$ cat src/hdl/csam_pkg.sv
// ----------------------------------------------------------------------------
// csam_pkg
// Shared widths, reset values and register codes for the current sense
// average / median block.
// ----------------------------------------------------------------------------
`default_nettype none

package csam_pkg;

  localparam int RING_DEPTH_DEF  = 5;
  localparam int SAMPLE_BITS_DEF = 12;

  localparam int GAIN_W  = 18;
  localparam int OFS_W   = 29;
  localparam int CUR_W   = 13;
  localparam int AVG_W   = 12;
  localparam int CNT_W   = 8;
  localparam int SUM_W   = 22;
  localparam int DVD_W   = SUM_W - 1;
  localparam int CFG_W   = 29;
  localparam int CFG_IDX_W = 2;
  localparam int FRAC_W  = 16;

  localparam logic [GAIN_W-1:0]       GAIN_RST  = 18'd78683;
  localparam logic signed [OFS_W-1:0] OFS_RST   = -29'sd159082086;
  localparam logic signed [CUR_W-1:0] LIMIT_RST = 13'sd1500;
  localparam logic [CNT_W-1:0]        COUNT_RST = 8'd50;

  typedef enum logic [CFG_IDX_W-1:0] {
    REG_GAIN   = 2'd0,
    REG_OFFSET = 2'd1,
    REG_LIMIT  = 2'd2,
    REG_COUNT  = 2'd3
  } cfg_reg_t;

endpackage

`default_nettype wire

$ cat src/hdl/csam_div.sv
// ----------------------------------------------------------------------------
// csam_div
// Restoring divider, one quotient bit per cycle, for the window average.
// ----------------------------------------------------------------------------
`default_nettype none

module csam_div import csam_pkg::*; (
  input  wire logic             clk,
  input  wire logic             rst_n,
  input  wire logic             start,
  input  wire logic [DVD_W-1:0] dividend,
  input  wire logic [CNT_W-1:0] divisor,
  output logic                  done,
  output logic      [DVD_W-1:0] quotient
);

  localparam int STEP_W = $clog2(DVD_W);

  logic              busy_r;
  logic              done_r;
  logic [STEP_W-1:0] step_r;
  logic [CNT_W-1:0]  rem_r;
  logic [CNT_W-1:0]  dvs_r;
  logic [DVD_W-1:0]  q_r;
  logic [CNT_W:0]    trial;
  logic [CNT_W:0]    diff;
  logic              ge;

  always_comb begin
    trial = {rem_r, q_r[DVD_W-1]};
    ge    = (trial >= {1'b0, dvs_r});
    diff  = trial - {1'b0, dvs_r};
  end

  always_ff @(posedge clk) begin
    if (!rst_n) begin
      busy_r <= 1'b0;
      done_r <= 1'b0;
      step_r <= '0;
    end else begin
      done_r <= 1'b0;
      if (start) begin
        busy_r <= 1'b1;
        step_r <= '0;
      end else if (busy_r) begin
        step_r <= step_r + 1'b1;
        if (step_r == STEP_W'(DVD_W - 1)) begin
          busy_r <= 1'b0;
          done_r <= 1'b1;
        end
      end
    end
  end

  always_ff @(posedge clk) begin
    if (start) begin
      rem_r <= '0;
      q_r   <= dividend;
      dvs_r <= divisor;
    end else if (busy_r) begin
      rem_r <= ge ? diff[CNT_W-1:0] : trial[CNT_W-1:0];
      q_r   <= {q_r[DVD_W-2:0], ge};
    end
  end

  assign done     = done_r;
  assign quotient = q_r;

endmodule

`default_nettype wire

$ cat src/hdl/current_sense_average_median_unit.sv
// ----------------------------------------------------------------------------
// current_sense_average_median_unit
// Converts ADC samples to centiamps, flags overcurrent, averages windows of
// samples and reports the median of the last RING_DEPTH window averages.
//
// Usage:
//   Input channel in_valid / in_stall carries one ADC sample per transaction.
//   Output channel out_valid / out_stall returns exactly one result per
//   sample: instant current, overcurrent flag, window-closed flag, median.
//   Config port cfg_we / cfg_idx / cfg_data writes gain, offset, limit and
//   window length; write only while the block is idle.
//   A sample that does not close a window passes from acceptance to the next
//   acceptance through multiply, offset and saturate, accumulate, output and
//   idle; its result is registered in the output step. A closing sample
//   also passes through the one-bit-per-cycle divider, one ring write,
//   and the median search, which holds each candidate against every ring
//   entry with a less-than and a less-or-equal compare.
//   in_stall is high while a sample is in work. A finished result sits in
//   the output register; the next sample is accepted meanwhile, and its
//   result waits in the last step until out_stall lets the previous go.
//   Synchronous reset restores the register defaults and clears the window
//   sum, sample count, ring, ring pointer and median.
// ----------------------------------------------------------------------------
`default_nettype none

module current_sense_average_median_unit import csam_pkg::*; #(
  parameter int RING_DEPTH  = RING_DEPTH_DEF,
  parameter int SAMPLE_BITS = SAMPLE_BITS_DEF
) (
  input  wire logic                    clk,
  input  wire logic                    rst_n,
  input  wire logic                    in_valid,
  output logic                         in_stall,
  input  wire logic [SAMPLE_BITS-1:0]  in_adc_sample,
  output logic                         out_valid,
  input  wire logic                    out_stall,
  output logic signed [CUR_W-1:0]      out_instant_current,
  output logic                         out_overcurrent,
  output logic                         out_median_updated,
  output logic        [AVG_W-1:0]      out_median_current,
  input  wire logic                    cfg_we,
  input  wire logic [CFG_IDX_W-1:0]    cfg_idx,
  input  wire logic [CFG_W-1:0]        cfg_data
);

  localparam int PROD_W = SAMPLE_BITS + GAIN_W;
  localparam int ACC_W  = ((PROD_W > OFS_W) ? PROD_W : OFS_W) + 2;
  localparam int IDX_W  = (RING_DEPTH > 1) ? $clog2(RING_DEPTH) : 1;
  localparam int RCNT_W = $clog2(RING_DEPTH + 1);
  localparam int MID    = RING_DEPTH / 2;

  typedef enum logic [9:0] {
    S_IDLE  = 10'b0000000001,
    S_MUL   = 10'b0000000010,
    S_CONV  = 10'b0000000100,
    S_SUM   = 10'b0000001000,
    S_DIV   = 10'b0000010000,
    S_WR    = 10'b0000100000,
    S_LOAD  = 10'b0001000000,
    S_SCAN  = 10'b0010000000,
    S_CHECK = 10'b0100000000,
    S_OUT   = 10'b1000000000
  } state_t;

  state_t state_r, state_nxt;

  logic        [GAIN_W-1:0] gain_r;
  logic signed [OFS_W-1:0]  ofs_r;
  logic signed [CUR_W-1:0]  limit_r;
  logic        [CNT_W-1:0]  count_r;

  logic [SAMPLE_BITS-1:0]   adc_r;
  logic [PROD_W-1:0]        prod_r;
  logic signed [CUR_W-1:0]  cur_r;
  logic                     ovc_r;
  logic                     upd_r;
  logic signed [SUM_W-1:0]  sum_r;
  logic [CNT_W-1:0]         cnt_r;
  logic [AVG_W-1:0]         ring_r [RING_DEPTH];
  logic [IDX_W-1:0]         widx_r;
  logic [IDX_W-1:0]         i_r;
  logic [IDX_W-1:0]         j_r;
  logic [AVG_W-1:0]         cand_r;
  logic [RCNT_W-1:0]        lt_r;
  logic [RCNT_W-1:0]        le_r;
  logic [AVG_W-1:0]         median_r;

  logic                     out_valid_r;
  logic signed [CUR_W-1:0]  out_cur_r;
  logic                     out_ovc_r;
  logic                     out_upd_r;
  logic [AVG_W-1:0]         out_med_r;

  logic signed [ACC_W-1:0]  acc;
  logic signed [ACC_W-1:0]  shifted;
  logic signed [CUR_W-1:0]  cur_sat;
  logic signed [SUM_W-1:0]  sum_nxt;
  logic [CNT_W-1:0]         cnt_nxt;
  logic [CNT_W-1:0]         limit_cnt;
  logic                     close;
  logic [DVD_W-1:0]         dvd;
  logic [CNT_W-1:0]         dvs;
  logic [DVD_W-1:0]         quotient;
  logic [AVG_W-1:0]         avg;
  logic [IDX_W-1:0]         rd_idx;
  logic [AVG_W-1:0]         rd_val;
  logic                     out_free;
  logic                     div_start;
  logic                     div_done;

  // Conversion: product plus offset, floor shift, saturate to 13 bits
  always_comb begin
    acc     = $signed({{(ACC_W-PROD_W){1'b0}}, prod_r})
            + {{(ACC_W-OFS_W){ofs_r[OFS_W-1]}}, ofs_r};
    shifted = acc >>> FRAC_W;
    if (!shifted[ACC_W-1] && (|shifted[ACC_W-1:CUR_W-1])) begin
      cur_sat = {1'b0, {(CUR_W-1){1'b1}}};
    end else if (shifted[ACC_W-1] && !(&shifted[ACC_W-1:CUR_W-1])) begin
      cur_sat = {1'b1, {(CUR_W-1){1'b0}}};
    end else begin
      cur_sat = shifted[CUR_W-1:0];
    end
  end

  always_comb begin
    sum_nxt   = sum_r + {{(SUM_W-CUR_W){cur_r[CUR_W-1]}}, cur_r};
    cnt_nxt   = cnt_r + 1'b1;
    limit_cnt = (count_r == '0) ? CNT_W'(1) : count_r;
    close     = (cnt_nxt >= limit_cnt);
    dvd       = (!sum_nxt[SUM_W-1] && (|sum_nxt)) ? sum_nxt[DVD_W-1:0] : '0;
    dvs       = cnt_nxt;
    avg       = (|quotient[DVD_W-1:AVG_W]) ? {AVG_W{1'b1}} : quotient[AVG_W-1:0];
    rd_idx    = (state_r == S_LOAD) ? i_r : j_r;
    rd_val    = ring_r[rd_idx];
    out_free  = !out_valid_r || !out_stall;
  end

  assign div_start = (state_r == S_SUM) && close;

  csam_div u_div (
    .clk      (clk),
    .rst_n    (rst_n),
    .start    (div_start),
    .dividend (dvd),
    .divisor  (dvs),
    .done     (div_done),
    .quotient (quotient)
  );

  always_comb begin
    state_nxt = state_r;
    unique case (state_r)
      S_IDLE:  if (in_valid) state_nxt = S_MUL;
      S_MUL:   state_nxt = S_CONV;
      S_CONV:  state_nxt = S_SUM;
      S_SUM:   state_nxt = close ? S_DIV : S_OUT;
      S_DIV:   if (div_done) state_nxt = S_WR;
      S_WR:    state_nxt = S_LOAD;
      S_LOAD:  state_nxt = S_SCAN;
      S_SCAN:  if (j_r == IDX_W'(RING_DEPTH - 1)) state_nxt = S_CHECK;
      S_CHECK: begin
        if ((lt_r <= RCNT_W'(MID)) && (le_r > RCNT_W'(MID))) state_nxt = S_OUT;
        else state_nxt = S_LOAD;
      end
      S_OUT:   if (out_free) state_nxt = S_IDLE;
      default: state_nxt = S_IDLE;
    endcase
  end

  // Control state, config registers and persistent window/ring state
  always_ff @(posedge clk) begin
    if (!rst_n) begin
      state_r     <= S_IDLE;
      gain_r      <= GAIN_RST;
      ofs_r       <= OFS_RST;
      limit_r     <= LIMIT_RST;
      count_r     <= COUNT_RST;
      sum_r       <= '0;
      cnt_r       <= '0;
      widx_r      <= '0;
      median_r    <= '0;
      out_valid_r <= 1'b0;
      for (int k = 0; k < RING_DEPTH; k++) begin
        ring_r[k] <= '0;
      end
    end else begin
      state_r <= state_nxt;
      if (cfg_we) begin
        unique case (cfg_reg_t'(cfg_idx))
          REG_GAIN:   gain_r  <= cfg_data[GAIN_W-1:0];
          REG_OFFSET: ofs_r   <= cfg_data[OFS_W-1:0];
          REG_LIMIT:  limit_r <= cfg_data[CUR_W-1:0];
          REG_COUNT:  count_r <= cfg_data[CNT_W-1:0];
          default:    ;
        endcase
      end
      if (state_r == S_SUM) begin
        if (close) begin
          sum_r <= '0;
          cnt_r <= '0;
        end else begin
          sum_r <= sum_nxt;
          cnt_r <= cnt_nxt;
        end
      end
      if (state_r == S_WR) begin
        ring_r[widx_r] <= avg;
        widx_r <= (widx_r == IDX_W'(RING_DEPTH - 1)) ? '0 : widx_r + 1'b1;
      end
      if ((state_r == S_CHECK) && (lt_r <= RCNT_W'(MID)) && (le_r > RCNT_W'(MID))) begin
        median_r <= cand_r;
      end
      if ((state_r == S_OUT) && out_free) begin
        out_valid_r <= 1'b1;
      end else if (!out_stall) begin
        out_valid_r <= 1'b0;
      end
    end
  end

  // Datapath registers
  always_ff @(posedge clk) begin
    if ((state_r == S_IDLE) && in_valid) begin
      adc_r <= in_adc_sample;
    end
    if (state_r == S_MUL) begin
      prod_r <= adc_r * gain_r;
    end
    if (state_r == S_CONV) begin
      cur_r <= cur_sat;
    end
    if (state_r == S_SUM) begin
      ovc_r <= (cur_r > limit_r);
      upd_r <= close;
    end
    if (state_r == S_WR) begin
      i_r <= '0;
    end
    if (state_r == S_LOAD) begin
      cand_r <= rd_val;
      lt_r   <= '0;
      le_r   <= '0;
      j_r    <= '0;
    end
    if (state_r == S_SCAN) begin
      lt_r <= lt_r + RCNT_W'(rd_val < cand_r);
      le_r <= le_r + RCNT_W'(rd_val <= cand_r);
      j_r  <= j_r + 1'b1;
    end
    if (state_r == S_CHECK) begin
      i_r <= i_r + 1'b1;
    end
    if ((state_r == S_OUT) && out_free) begin
      out_cur_r <= cur_r;
      out_ovc_r <= ovc_r;
      out_upd_r <= upd_r;
      out_med_r <= median_r;
    end
  end

  assign in_stall            = (state_r != S_IDLE);
  assign out_valid           = out_valid_r;
  assign out_instant_current = out_cur_r;
  assign out_overcurrent     = out_ovc_r;
  assign out_median_updated  = out_upd_r;
  assign out_median_current  = out_med_r;

endmodule

`default_nettype wire
$ cat config.mk
export PLATFORM = sky130hd
export DESIGN_NAME = current_sense_average_median_unit
export DESIGN_NICKNAME = d
export VERILOG_FILES = /design/src/hdl/csam_pkg.sv /design/src/hdl/csam_div.sv /design/src/hdl/current_sense_average_median_unit.sv
export SDC_FILE = /design/constraint.sdc
export NUM_CORES = 1
export LEC_CHECK = 0
export ABC_AREA = 1
export BUFFER_PORTS_ARGS = -buffer_cell sky130_fd_sc_hd__buf_2
export CAP_MARGIN = 15
export CORE_MARGIN = 1.5
export CORE_UTILIZATION = 45
export DETAILED_ROUTE_END_ITERATION = 10
export GPL_TIMING_DRIVEN = 0
export PLACE_DENSITY = 0.65
export SYNTH_ARGS = -nofsm -noshare
export SYNTH_HDL_FRONTEND = slang
export SYNTH_SLANG_ARGS = --single-unit
$ cat constraint.sdc
create_clock -name clk -period 7.23 [get_ports clk]
set_input_delay 0.3615 -clock clk [delete_from_list [all_inputs] [get_ports clk]]
set_output_delay 0.3615 -clock clk [all_outputs]
set_load 0.01 [all_outputs]
==> impl_metrics.env <==
export IMPL_die_x_um=241
export IMPL_clock_latency_ns=0.59
export IMPL_design_area_um2=28600
export IMPL_grt_pass1_vias=19300
export IMPL_fin_tns_setup_ns=0
export IMPL_num_vias=19900
export IMPL_hold_viol_final=0
export IMPL_tightest_slew_ns=1.02
export IMPL_maxSlewViolCount=0
export IMPL_vdd_ir_drop_max_mv=0.448
export IMPL_syn_inst=3019
export IMPL_io_buffers=75
export IMPL_cp_start_kind="register"
export IMPL_powerDensity_nw_per_um2=441
export IMPL_die_h_um=241
export IMPL_cts_buffers=42
export IMPL_slew_headroom_pct=31.5
export IMPL_leakage_nw=13.5
export IMPL_grt_overflow_total=0
export IMPL_syn_avg_cell_area_um2=8.47
export IMPL_firstDrtPassIters=6
export IMPL_yosys_warnings=0
export IMPL_wl_per_cell_um=16.4
export IMPL_timing_final_ws_setup_ns=0.955
export IMPL_critPathKind="register to register"
export IMPL_synth_largest_area_cell="edfxtp_1"
export IMPL_cp_required_ns=7.53
export IMPL_grt_pass1_wl_mm=103
export IMPL_rsz0062_at_grt="false"
export IMPL_synth_seq_cells=372
export IMPL_finalCritPeriodShare_pct=86.8
export IMPL_power_frac_comb_pct=60.5
export IMPL_tritoncts="done"
export IMPL_post_cts_buffers=0
export IMPL_drcViolationCount=0
export IMPL_path_max_fanout=10
export IMPL_path_cells="clkbuf_1 > clkbuf_1 > nand2_1 > fa_1 > fa_1 > inv_1 > ha_1 > fa_1 > inv_1 > fa_1 > inv_1 > ha_1 > a21o_1 > a21oi_1 > o21ai_0 > a21boi_0 > o21ai_0 > nand2_1 > nand2_1 > nand2_1 > nand2_1"
export IMPL_synth_nets=3401
export IMPL_clkTransAtPathRegs_ns=0.06
export IMPL_ant_nets=0
export IMPL_syn_cell_area_um2=25600
export IMPL_yosys_cell_count_top_type="nand2_1"
export IMPL_antenna_cells=0
export IMPL_post_drt_via_cell_ratio=5.05
export IMPL_ys_types=57
export IMPL_die_area_um2=58300
export IMPL_arrival_ns=6.58
export IMPL_cp_end_kind="register"
export IMPL_rows=87
export IMPL_synth_ff_type="edfxtp_1"
export IMPL_ys_top_cells_by_count="688 x nand2_1, 498 x inv_1, 308 x nor2_1, 233 x edfxtp_1, 172 x ha_1"
export IMPL_synth_edf_count=233
export IMPL_grt_max_degree=31
export IMPL_clock_path_buffers=3
export IMPL_power_frac_seq_pct=22.5
export IMPL_p_int_mw=6.87
export IMPL_cpMostUsedCell="nand2_1"
export IMPL_hold_buffers=12
export IMPL_seq_area_frac_synth_pct=38.2
export IMPL_final_setup_viol_count=0
export IMPL_core_area_um2=56300
export IMPL_finClkSkew_ns=0.0441
export IMPL_status="finished, final reports clean"
export IMPL_slowest_delay_ns=0.55
export IMPL_start_util_pct=45.4
export IMPL_routed_wl_mm=64.8
export IMPL_synth_area_top_cells="edfxtp_1 27%, fa_1 13%, dfxtp_1 11%"
export IMPL_cts_resized=0
export IMPL_n_fill_cell=5384
export IMPL_drive_gt1_share_pct=8.31
export IMPL_whs_ns=0.0757
export IMPL_post_place_ws_ns=1.02
export IMPL_clockRootBuffer="clkbuf_16"
export IMPL_cap_violations=0
export IMPL_power_total_mw=12.6
export IMPL_p_sw_share_pct=45.4
export IMPL_gp_congestion=0.963
export IMPL_drt_iter0_markers=1348
export IMPL_pin_count=77
export IMPL_fin_nets=3538
export IMPL_power_switching_mw=5.71
export IMPL_area_delta_synth_final_pct=11.7
export IMPL_grt_usage_pct=22.9
export IMPL_p_clk_share_pct=17.0
export IMPL_dp_hpwl_mm=51.0
export IMPL_max_clock_freq_mhz=159
export IMPL_layout_min_cycle_time_ns=6.28
export IMPL_min_path_type="input port to register"
export IMPL_dpl_instance_area_um2=27000
export IMPL_antenna_found_initial=1
export IMPL_cp_slowest_cell="fa_1"
export IMPL_htreeDepth=2
export IMPL_synth_top_cell_area_share_pct=27.4
export IMPL_postSynth_asyncResetShare_pct=0
export IMPL_cts_sinks=372
[stage by stage]
step           instances  util [%]
6_report            3946      50.7
3_3_place_gp        3850      47.8
3_5_place_dp        3855      48.0
2_1_floorplan       3019         -
5_1_grt             3946      50.7
4_1_cts             3945      50.7
[final timing paths]
| check | startpoint | to | slack [ns] | cells after the start |
|---|---|---|---|---|
| setup / recovery | adc_r[4] | prod_r[23] | 0.95 | 21 |
| hold / removal | cfg_data[18] | ofs_r[18] | 0.08 | 3 |
| setup reg to reg | adc_r[4] | prod_r[23] | 0.95 | 21 |
| hold reg to reg | upd_r | out_median_updated | 0.42 | 0 |
[final cells by class]
type	instances	area, um2	area share (%)
multi-input cells	2027	13400	47.0
flip-flops and latches	372	9780	34.3
inverters	513	1930	6.74
clock buffers	58	1210	4.25
well taps	756	946	3.31
repair buffers	93	596	2.09
plain buffers	107	470	1.65
clock inverters	20	201	0.706
[logic make-up after synthesis]
group	synth area share [%]
buf+inv	9.37
xor+xnor	2.15
flops	38.2
simple gates	20.2
fa+ha+maj	21.1
compound gates	8.97
[routing by layer]
layer / wire [um] / up-vias / track usage [%]
met2: 30300 / 520 / 38.1
met5: 11 / - / 0
met3: 3640 / 112 / 3.03
li1: - / 9929 / -
met1: 29000 / 9373 / 30.9
met4: 1810 / 2 / 7.33
[power by group through the flow]
stage          logic (mW)  clock network [mW]  registers [mW]
2_1_floorplan        5.70                   0            2.85
3_3_place_gp         7.45                   0            2.88
3_5_place_dp         7.52                   0            2.88
4_1_cts              7.58                2.17            2.83
5_1_grt              8.69                2.26            2.84
6_report             7.62                2.14            2.83
[worst max-delay path, delay by kind of cell, from the launching register on]
family / cells / cell delay (ns)
buf+inv: 5 / 1.07
simple gates: 5 / 0.45
compound gates: 5 / 1.37
flops: 1 / 0.31
fa+ha+maj: 6 / 2.79
[flip-flops by register name, indices dropped and copies added (netlist names), 3 cells and up]
signal	count
u_div.step_r	5
adc_r	12
cnt_r	8
le_r	3
ofs_r	29
u_div.rem_r	8
u_div.quotient	21
count_r	8
out_instant_current	13
prod_r	30
j_r	3
u_div.dvs_r	8
median_r	12
sum_r	22
out_median_current	12
ring_r	96
lt_r	3
widx_r	3
gain_r	18
cand_r	12
state_r	10
i_r	3
cur_r	13
limit_r	13
[placed cells by master (no fill, tap or decap), types with 12 or more instances in the layout]
cell type / count
ha_1: 172
nand2_1: 688
a22oi_1: 14
fa_1: 162
inv_2: 12
nand2_2: 15
dlygate4sd3_1: 12
edfxtp_1: 233
nand4_1: 24
nor3_1: 20
o21ai_0: 148
o21ai_1: 13
nor2_2: 19
buf_2: 94
nand3_2: 21
nor2_1: 308
xor2_1: 37
dfxtp_1: 139
inv_1: 498
xnor2_1: 24
nand3_1: 78
clkbuf_16: 44
a21oi_1: 168
clkbuf_1: 83
o211ai_1: 14
o22ai_1: 24
Note: power is estimated with default switching activity, not from simulation.
